==> src/design/kns_pkg.sv <==
// kns_pkg: shared types, code point constants and the kana folding function
// used by the substring matcher top level and its compare cells
`timescale 1ns / 1ps

package kns_pkg;

   localparam int MaxBlocksDefault = 64;
   localparam int CpWidth          = 21;
   localparam int GroupSize        = 32;

   typedef logic [CpWidth-1:0] cp_type;

   // request kinds carried on tuser
   localparam logic [1:0] CMD_CLEAR  = 2'd0;
   localparam logic [1:0] CMD_APPEND = 2'd1;
   localparam logic [1:0] CMD_WORD   = 2'd2;
   localparam logic [1:0] CMD_END    = 2'd3;

   localparam cp_type CP_LONG_VOWEL = 21'h030FC;
   localparam cp_type CP_FW_HYPHEN  = 21'h0FF0D;
   localparam cp_type CP_HBAR       = 21'h02015;
   localparam cp_type CP_SMALL_TSU  = 21'h03063;
   localparam cp_type CP_TSU        = 21'h03064;
   localparam cp_type CP_SMALL_WA   = 21'h0308E;
   localparam cp_type CP_WA         = 21'h0308F;
   localparam cp_type CP_VU         = 21'h03094;
   localparam cp_type CP_U          = 21'h03046;
   localparam cp_type CP_SMALL_KA   = 21'h03095;
   localparam cp_type CP_KA         = 21'h0304B;
   localparam cp_type CP_SMALL_KE   = 21'h03096;
   localparam cp_type CP_KE         = 21'h03051;

   typedef struct packed {
      logic   keep;
      cp_type ch;
   } norm_type;

   // control broadcast from the sequencer to every cell
   typedef struct packed {
      logic   clr_hay;
      logic   clr_word;
      logic   step;
      logic   first;
      cp_type ch;
   } cell_ctl_type;

   function automatic norm_type kana_normalize(input cp_type c);
      norm_type r;
      r.keep = 1'b1;
      r.ch   = c;
      if (c == CP_LONG_VOWEL || c == CP_FW_HYPHEN || c == CP_HBAR) begin
         r.keep = 1'b0;
      end else if (c inside {[21'h03041:21'h03049]} && c[0]) begin
         r.ch = c + 21'd1;                    // small a i u e o
      end else if (c inside {[21'h0304C:21'h03062]} && !c[0]) begin
         r.ch = c - 21'd1;                    // voiced ka through chi rows
      end else if (c == CP_SMALL_TSU) begin
         r.ch = CP_TSU;
      end else if (c == 21'h03065 || c == 21'h03067 || c == 21'h03069) begin
         r.ch = c - 21'd1;                    // voiced tsu te to
      end else if (c inside {[21'h03070:21'h0307D]}) begin
         // ha row: fold voiced and semi-voiced onto the plain form
         case (c[3:0])
            4'h0, 4'h3, 4'h6, 4'h9, 4'hC: r.ch = c - 21'd1;
            4'h1, 4'h4, 4'h7, 4'hA, 4'hD: r.ch = c - 21'd2;
            default:                      r.ch = c;
         endcase
      end else if (c == 21'h03083 || c == 21'h03085 || c == 21'h03087) begin
         r.ch = c + 21'd1;                    // small ya yu yo
      end else if (c == CP_SMALL_WA) begin
         r.ch = CP_WA;
      end else if (c == CP_VU) begin
         r.ch = CP_U;
      end else if (c == CP_SMALL_KA) begin
         r.ch = CP_KA;
      end else if (c == CP_SMALL_KE) begin
         r.ch = CP_KE;
      end
      return r;
   endfunction

endpackage

==> src/design/kana_normalized_substring_match.sv <==
// kana_normalized_substring_match: normalized kana substring search built
// from a row of compare cells and a registered or-tree; depends on kns_pkg,
// kns_cell and kns_any_tree
// clear, append and word requests go back to back unless an end is pending
// end of word: the or-tree register loads, then rsp once it is free
// the result is registered onto rsp in the cycle after the evaluation cycle
// reset (synchronous, active high) empties the haystack and the word state
`timescale 1ns / 1ps

module kana_normalized_substring_match
   import kns_pkg::*;
#(
   parameter int MAX_BLOCKS = MaxBlocksDefault
) (
   input  logic        clock,
   input  logic        reset,
   // request channel
   input  logic        req_tvalid,
   output logic        req_tready,
   input  logic [23:0] req_tdata,   // [20:0] code_point, rest zero
   input  logic [1:0]  req_tuser,   // [1:0] command
   // result channel
   output logic        rsp_tvalid,
   input  logic        rsp_tready,
   output logic [7:0]  rsp_tdata    // [0] hit, rest zero
);

   localparam int LenWidth = $clog2(MAX_BLOCKS + 1);

   // haystack fill count and word tracking
   logic [LenWidth-1:0] hay_len_ff, hay_len_in;
   logic                word_active_ff, word_active_in;
   // end-of-word evaluation pending
   logic                eval_ff, eval_in;
   // result register
   logic                rsp_valid_ff, rsp_valid_in;
   logic                rsp_hit_ff, rsp_hit_in;

   logic                  req_fire;
   logic [1:0]            cmd;
   norm_type              norm;
   logic                  append_ok;
   logic                  eval_done;
   logic                  any_match;
   cell_ctl_type          ctl;
   logic [MAX_BLOCKS-1:0] match;

   assign req_tready = !eval_ff;
   assign req_fire   = req_tvalid && req_tready;
   assign cmd        = req_tuser;
   assign norm       = kana_normalize(req_tdata[CpWidth-1:0]);

   // append only a kept character into a haystack that has room
   assign append_ok = req_fire && (cmd == CMD_APPEND) && norm.keep &&
                      (hay_len_ff != LenWidth'(MAX_BLOCKS));

   // evaluation finishes once the result register is free
   assign eval_done = eval_ff && (!rsp_valid_ff || rsp_tready);

   // broadcast to the cells
   always_comb begin
      ctl.ch       = norm.ch;
      ctl.first    = !word_active_ff;
      ctl.clr_hay  = req_fire && (cmd == CMD_CLEAR);
      ctl.clr_word = eval_done ||
                     (req_fire && (cmd == CMD_CLEAR || cmd == CMD_APPEND));
      ctl.step     = req_fire && (cmd == CMD_WORD) && norm.keep;
   end

   // row of cells, match bit rippling one position per word character
   for (genvar p = 0; p < MAX_BLOCKS; p++) begin : g_cell
      logic prev;
      if (p == 0) begin : g_head
         assign prev = 1'b0;
      end else begin : g_link
         assign prev = match[p-1];
      end
      kns_cell u_cell (
         .clock      (clock),
         .reset      (reset),
         .ctl        (ctl),
         .wr_en      (append_ok && (hay_len_ff == LenWidth'(p))),
         .prev_match (prev),
         .match      (match[p])
      );
   end

   kns_any_tree #(
      .MAX_BLOCKS (MAX_BLOCKS)
   ) u_any_tree (
      .clock     (clock),
      .match     (match),
      .any_match (any_match)
   );

   always_comb begin
      hay_len_in     = hay_len_ff;
      word_active_in = word_active_ff;
      eval_in        = eval_ff;
      rsp_valid_in   = rsp_valid_ff;
      rsp_hit_in     = rsp_hit_ff;

      if (ctl.clr_hay) begin
         hay_len_in = '0;
      end else if (append_ok) begin
         hay_len_in = hay_len_ff + LenWidth'(1);
      end

      if (ctl.clr_word) begin
         word_active_in = 1'b0;
      end else if (ctl.step) begin
         word_active_in = 1'b1;
      end

      if (rsp_valid_ff && rsp_tready) begin
         rsp_valid_in = 1'b0;
      end

      if (req_fire && (cmd == CMD_END)) begin
         eval_in = 1'b1;
      end else if (eval_done) begin
         // empty word never hits
         eval_in      = 1'b0;
         rsp_valid_in = 1'b1;
         rsp_hit_in   = word_active_ff && any_match;
      end
   end

   always_ff @(posedge clock) begin
      if (reset) begin
         hay_len_ff     <= '0;
         word_active_ff <= 1'b0;
         eval_ff        <= 1'b0;
         rsp_valid_ff   <= 1'b0;
      end else begin
         hay_len_ff     <= hay_len_in;
         word_active_ff <= word_active_in;
         eval_ff        <= eval_in;
         rsp_valid_ff   <= rsp_valid_in;
      end
   end

   always_ff @(posedge clock) begin
      rsp_hit_ff <= rsp_hit_in;
   end

   assign rsp_tvalid = rsp_valid_ff;
   assign rsp_tdata  = {7'd0, rsp_hit_ff};

endmodule

==> src/design/kns_cell.sv <==
// kns_cell: one haystack position, holding its character, a valid flag and
// the match bit handed on to the next cell; depends on kns_pkg
`timescale 1ns / 1ps

module kns_cell
   import kns_pkg::*;
(
   input  logic         clock,
   input  logic         reset,
   input  cell_ctl_type ctl,
   input  logic         wr_en,
   input  logic         prev_match,
   output logic         match
);

   cp_type hay_ff, hay_in;
   logic   valid_ff, valid_in;
   logic   match_ff, match_in;
   logic   eq;

   assign eq = valid_ff && (hay_ff == ctl.ch);

   always_comb begin
      hay_in   = hay_ff;
      valid_in = valid_ff;
      match_in = match_ff;
      if (wr_en) begin
         hay_in   = ctl.ch;
         valid_in = 1'b1;
      end
      if (ctl.clr_hay) begin
         valid_in = 1'b0;
      end
      if (ctl.clr_word) begin
         match_in = 1'b0;
      end else if (ctl.step) begin
         match_in = (ctl.first || prev_match) && eq;
      end
   end

   always_ff @(posedge clock) begin
      hay_ff <= hay_in;
   end

   always_ff @(posedge clock) begin
      if (reset) begin
         valid_ff <= 1'b0;
         match_ff <= 1'b0;
      end else begin
         valid_ff <= valid_in;
         match_ff <= match_in;
      end
   end

   assign match = match_ff;

endmodule

==> src/design/kns_any_tree.sv <==
// kns_any_tree: registered or-reduction of the cell match bits, groups of
// GroupSize folded into one flop each; depends on kns_pkg
`timescale 1ns / 1ps

module kns_any_tree
   import kns_pkg::*;
#(
   parameter int MAX_BLOCKS = MaxBlocksDefault
) (
   input  logic                  clock,
   input  logic [MAX_BLOCKS-1:0] match,
   output logic                  any_match
);

   localparam int NumGroups = (MAX_BLOCKS + GroupSize - 1) / GroupSize;

   logic [NumGroups-1:0] grp_ff, grp_in;

   always_comb begin
      grp_in = '0;
      for (int g = 0; g < NumGroups; g++) begin
         for (int b = 0; b < GroupSize; b++) begin
            if (g * GroupSize + b < MAX_BLOCKS) begin
               grp_in[g] = grp_in[g] | match[g * GroupSize + b];
            end
         end
      end
   end

   always_ff @(posedge clock) begin
      grp_ff <= grp_in;
   end

   assign any_match = |grp_ff;

endmodule
==> config.mk <==
export PLATFORM = sky130hd
export DESIGN_NAME = kana_normalized_substring_match
export DESIGN_NICKNAME = d
export VERILOG_FILES = /design/src/design/kns_pkg.sv /design/src/design/kana_normalized_substring_match.sv /design/src/design/kns_cell.sv /design/src/design/kns_any_tree.sv
export SDC_FILE = /design/constraint.sdc
export NUM_CORES = 2
export LEC_CHECK = 0
export BUFFER_PORTS_ARGS = -buffer_cell sky130_fd_sc_hd__buf_2
export CORE_MARGIN = 5
export CORE_UTILIZATION = 50
export CTS_CLUSTER_SIZE = 40
export DETAILED_ROUTE_END_ITERATION = 6
export PLACE_DENSITY = 0.71
export SYNTH_ARGS = -nofsm -noshare
export SYNTH_HDL_FRONTEND = slang
export SYNTH_SLANG_ARGS = --single-unit
==> constraint.sdc <==
create_clock -name clock -period 8.65 [get_ports clock]
set_input_delay 1.2975 -clock clock [delete_from_list [all_inputs] [get_ports clock]]
set_output_delay 1.2975 -clock clock [all_outputs]
set_load 0.005 [all_outputs]
[After elaboration in Yosys (flattened, before gate mapping)]
Index checks and enable logic that the tools add are counted.
Word-level totals
  register bits after elaboration: 1485
  logic and storage cells: 738
  output and inout bits: 10
  input port bits: 30
Operators by class
  equal/unequal tests: 154
  $lt $le $gt $ge: 6
  add/sub/neg operators: 4
  bitwise gates (word level): 63
  multiplexer cells: 18
  reduce and logical (&&, ||, !) cells: 295
Operator list (count)
  $eq 21x21->1: 64
  $eq 21x14->1 const B: 13
  $mux 21: 11
  $eq 7x6->1 const B: 32
  $logic_and 1x1->1: 209
  $eq 7x5->1 const B: 16
  $logic_or 1x1->1: 72
  $ge 21x14->1 const B: 3
  $le 21x14->1 const B: 3
  $or 1x1->1: 62
  $eq 7x4->1 const B: 8
  $pmux 21 s2: 1
  $eq 7x3->1 const B: 4
  $add 21x1->21 const B: 1
  $eq 21x16->1 const B: 1
  $sub 21x1->21 const B: 1
  $sub 21x2->21 const B: 1
  $eq 4x4->1 const B: 4
  $eq 7x2->1 const B: 2
  $eq 4x3->1 const B: 3
  $reduce_or 5->1: 2
  $add 7x1->7 const B: 1
  $eq 7x1->1 const B: 1
  $logic_not 7->1: 1
  other kinds (13): 24

[Depth between registers and ports, before layout]
  depth after elaboration: 31
  gate-level depth with buffers: 17
  mapped depth without buffers: 13

[Cells and area by module]
From an unflattened synthesis, not the netlist that was laid out.
Second synthesis, totals
  cell total of the unflattened synthesis: 4091
  area total of the unflattened synthesis: 62596.3 sq um
By module, submodules not included
  kns_cell: area each 934.6 sq um, cells each 57, instances 64, seq. area each 670.6 sq um
  kana_normalized_substring_match: area each 2582.5 sq um, cells each 418, instances 1, seq. area each 230.2 sq um
  kns_any_tree: area each 196.4 sq um, cells each 25, instances 1, seq. area each 40.0 sq um

[Worst setup path before layout]
Ideal clock, no wire load.
  kind: input to register
  start: input req_tdata[0]
  end: register g_cell[15].u_cell.hay_ff[0], enable pin
  stages on the path: 12
  library setup time: 0.456 ns
  path buffers: 3
  required time: 8.194 ns
  path slack: 2.137 ns
  data arrival time: 6.057 ns
  cells stage by stage: clkbuf_1 -> clkinv_1 -> ha_1 -> clkbuf_1 -> nand4_1 -> nor2_1 -> o21a_1 -> or2_2 -> buf_2 -> nor3_1 -> nand4_1 -> nor4_1
On the way
  word-level cells in the longest chain between the ends: 7
  elaborated cells between the ends (all ways): 9
  those cells by class: eq/ne (3); mux (1); reduce/logical (5)
RTL lines
  start: declaration: line kana_normalized_substring_match.sv:20  | input logic [23:0] req_tdata,
  $eq 21x14->1 or $eq 21x16->1 (tied branches): line kns_pkg.sv:51  | if (c == CP_LONG_VOWEL || c == CP_FW_HYPHEN || c == CP_HBAR) begin
  $logic_or 1x1->1: line kns_pkg.sv:51
  $logic_or 1x1->1 *: line kns_pkg.sv:51
  $mux 1 *: line kns_pkg.sv:51
  $logic_and 1x1->1 * (2 in a row): line kana_normalized_substring_match.sv:54  | assign append_ok = req_fire && (cmd == CMD_APPEND) && norm.keep &&
  $logic_and 1x1->1 *: line kana_normalized_substring_match.sv:82  | .wr_en (append_ok && (hay_len_ff == LenWidth'(p))),
  via g_cell[15].u_cell.wr_en: line kns_cell.sv:11  | input logic wr_en,
  end signal: assignment: line kns_cell.sv:42  | hay_ff <= hay_in;
  end: declaration: line kns_cell.sv:16  | cp_type hay_ff, hay_in;
Mark *: on every way through the listed nets, which the timed path passes. The rest lies on a longest branch.
A chain may end at the register's enable or synchronous reset.

[Worst setup path after layout]
  start: input req_tdata[1]
  end: register g_cell[60].u_cell.match_ff
On the way
  word-level cells in the longest chain between the ends: 15
  elaborated cells between the ends (all ways): 63
  those cells by class: add/sub (3); order compare (6); eq/ne (24); mux (13); reduce/logical (17)
RTL lines
  parallel branches: the longest is 15 deep, another holds $sub 21x2->21
  end signal: assignment: line kns_cell.sv:51  | match_ff <= match_in;
  end: declaration: line kns_cell.sv:18  | logic match_ff, match_in;
Parallel ways; which one is timed is not known.

==> summary.txt <==
Outcome
  • Status: completed

Setup path
  • CP delay by family, top: simple AND/OR/NAND/NOR gates
  • Crit path from: req_tdata[1]
  • Cells along the critical path: buf_2, inv_1, ha_1, nor3b_1, nor2_1, nor3_1, o2111ai_1, a211oi_2, nor2_4, clkinv_2, buf_4, buf_4, a21oi_1, or4_1, o21ai_1
  • CP Data Arrival Time: 7030 ps
  • Crit path kind: primary input to flop
  • Worst r2r src: hay_len_ff[0]
  • Critical Path End Type: flop
  • Worst path max stage delay: 800 ps
  • Peak fanout along the critical path: 52
  • Worst path depth: 15
  • CP Launch Type: primary input
  • Worst Path Buf+Inv: 5
  • R2R depth: 8
  • Worst path required time: 9360 ps
  • Worst path slowest cell: a211oi_2
  • Crit-path most repeated cell: buf_4

Routing
  • DR iter-0 viols: 5251
  • Vias: 42700
  • Residual DRC: 0
  • WL per Instance: 28.3 µm
  • Pre-Repair DR Iteration Count: 6
  • DR vias/cell: 6.29
  • WL final: 192000 µm
  • Post-DRT Antenna Nets: 0

GRT
  • First-pass GRT wire length: 280000 µm
  • Total gr overflow: 0
  • Initial antenna violation count: 8
  • Vias in the first global route: 40800
  • Gr usage total: 27.6%
  • Largest net degree at the start of global routing: 71

Floorplanning
  • Area of the core: 130000 µm²
  • I/O pins: 40
  • Total die area: 138000 µm²
  • Num rows: 132
  • Die X: 372 µm
  • Die height: 372 µm
  • Initial Util: 50.4%

CTS
  • Postcts setup bufs: 0
  • Clock buffer depth: 3
  • Cts hold-fix bufs: 0
  • Clock root buffer: clkbuf_16
  • CTS sink count: 1485
  • Clock Latency Late Sink: 800 ps
  • Total CTS buffers: 154
  • CTS tree: yes
  • H-tree Lvls: 4
  • Post-CTS sizing: 0
  • Worst-path clk slew: 60 ps

Synthesis
  • Synth unique cells: 90
  • Async set or reset register ratio after synthesis: 0%
  • Leading area contributor after synthesis: edfxtp_1
  • Post-synth EDFFs: 1345
  • Share of the synthesized area in the top cell type: 61.7%
  • Ys flop type: edfxtp_1
  • Yosys reg bits: 1485
  • Yosys Warn Count: 0
  • Post-Syn Instances: 4862
  • Top cells by area, synth: edfxtp_1 62%, xnor2_1 9.2%, xor2_1 5.3%, dfxtp_1 4.3%, nor2_1 2.0%
  • Syn_area_per_cell: 13.5 µm²
  • Cell area after synthesis: 65400 µm²
  • Seq/Total Area, Yosys: 66.0%

Timing
  • Min Tclk post-route: 6320 ps
  • Unrepaired setup endpoints after global routing: no
  • Worst Skew: 34.0 ps
  • Slew @ Worst Pin: 1470 ps
  • Fin crit share: 73.1%
  • Final setup viols: 0
  • Max Transition Viols Final: 0
  • Peak Freq: 0.158 GHz
  • Fin Setup TNS: 0 ps
  • Fin. Hold Viols: 0
  • Max-Slew Margin vs Limit: 1.75%

Placement
  • Port buffer count: 29
  • GPL Wtd Cong: 0.979
  • DP HPWL: 116000 µm

Pwr
  • VDD IR-drop max: 151 µV
  • Total power: 0.0153 W
  • Leak pwr: 22.9 nW
  • Pwr dens: 209 nW/µm²

Min path
  • Worst Hold Class: flop to flop
  • Hold_sp: g_cell[40].u_cell.valid_ff
  • Hold Path Stages: 1

Layout
  • Most frequent cells in the layout: 1345 x edfxtp_1, 685 x xnor2_1, 398 x xor2_1
  • Commonest non-fill, non-tap cell in the layout: edfxtp_1
  • Layout cell share with drive strength beyond 1: 10.3%
  • # fillers: 10200
  • Area delta synth->final: 11.7%
  • Layout net count: 4964

Run
  • Max_cap viols: 0
[flip-flops by register name, summed over array words and instances, names as in the netlist]
signal and flops:
word_active_ff 1, g_cell.u_cell.valid_ff 64, g_cell.u_cell.hay_ff 1344, rsp_hit_ff 1, eval_ff 1, u_any_tree.grp_ff 2, g_cell.u_cell.match 64, rsp_tvalid 1
hay_len_ff 7
[through the flow]
step	instances	utilization, %	hold slack, ps	setup slack [ps]	cell area [µm²]
global placement	6508	52.5	440	1830	68100
floorplan	4868	-	427	2140	65500
global route	6788	56.3	481	2250	73100
detailed placement	6508	52.5	452	1810	68100
finish	6792	56.3	465	2330	73100
CTS	6788	56.3	465	2620	73100
[cell type report]
type                    instances  area [µm²]  area share, %
well taps                    1742        2180           2.98
multi-input cells            3049       21200           29.0
flip-flops and latches       1485       43200           59.1
inverters                      62         240          0.329
clock inverters                71         697          0.953
clock buffers                 209        4280           5.85
diodes                          4        10.0         0.0137
repair buffers                170        1340           1.83
[worst register-to-register path, delay by kind of cell, from the launching register on]
family                   cells  cell delay (ps)
adder cells (fa/ha/maj)      1              260
buffers and inverters        2              320
flip-flops                   1              430
AND/OR/NAND/NOR              5             2630
[where the power goes]
group | total [W] | switching, W | internal, W
clock network | 0.00654 | 0.00274 | 0.00380
registers | 0.00783 | 0.00000320 | 0.00783
logic | 0.000900 | 0.000651 | 0.000248
total | 0.0153 | 0.00340 | 0.0119
[layer usage]
metal | vias to the layer above | global-route usage, % | share of wire (%)
met5 | - | 0 | 0.024
met4 | 6 | 13.8 | 5.7
met3 | 632 | 7.03 | 12
met2 | 2800 | 41.4 | 44
met1 | 21000 | 37.5 | 38
li1 | 18200 | - | -
[synth_stat cells, types with 24 or more instances]
cell       count
o21ai_0      104
nand4_1      179
o31ai_1       30
a21oi_1      156
xor2_1       398
xnor2_1      685
nand3_1       77
o211ai_1      35
dfxtp_1      140
edfxtp_1    1345
o2111ai_1     73
nand2_1      252
o21a_1        26
clkbuf_1     165
nor4_1       147
a2111oi_0     50
nor2_1       347
and3_1        36
buf_4         24
buf_1         55
nor3_1        67
inv_1         56
buf_2         28
o21ai_1       36
[cells by family (layout without fill, tap and decap cells)]
| logic type | after synthesis | count (layout) | synth area share [%] |
|---|---|---|---|
| adders and majority gates | 12 | 12 | 0.229 |
| DFF | 1485 | 1485 | 66.0 |
| buffers and inverters | 334 | 512 | 2.11 |
| xor gates and xnor gates | 1083 | 1083 | 14.5 |
| and+or+nand+nor | 1209 | 1209 | 9.21 |
| AOI/OAI and AO/OA | 714 | 714 | 7.56 |
| muxes | 24 | 24 | 0.390 |
| other | 1 | 11 | 0.00573 |
[worst paths after layout]
path / endpoint / slack, ps
worst max-delay path: g_cell[60].u_cell.match / 2330
worst min-delay path: g_cell[40].u_cell.valid_ff / 460
worst max register to register: g_cell[56].u_cell.hay_ff[15] / 4590
worst min register to register: g_cell[40].u_cell.valid_ff / 460
No activity file was read; power rests on OpenSTA's default activity.
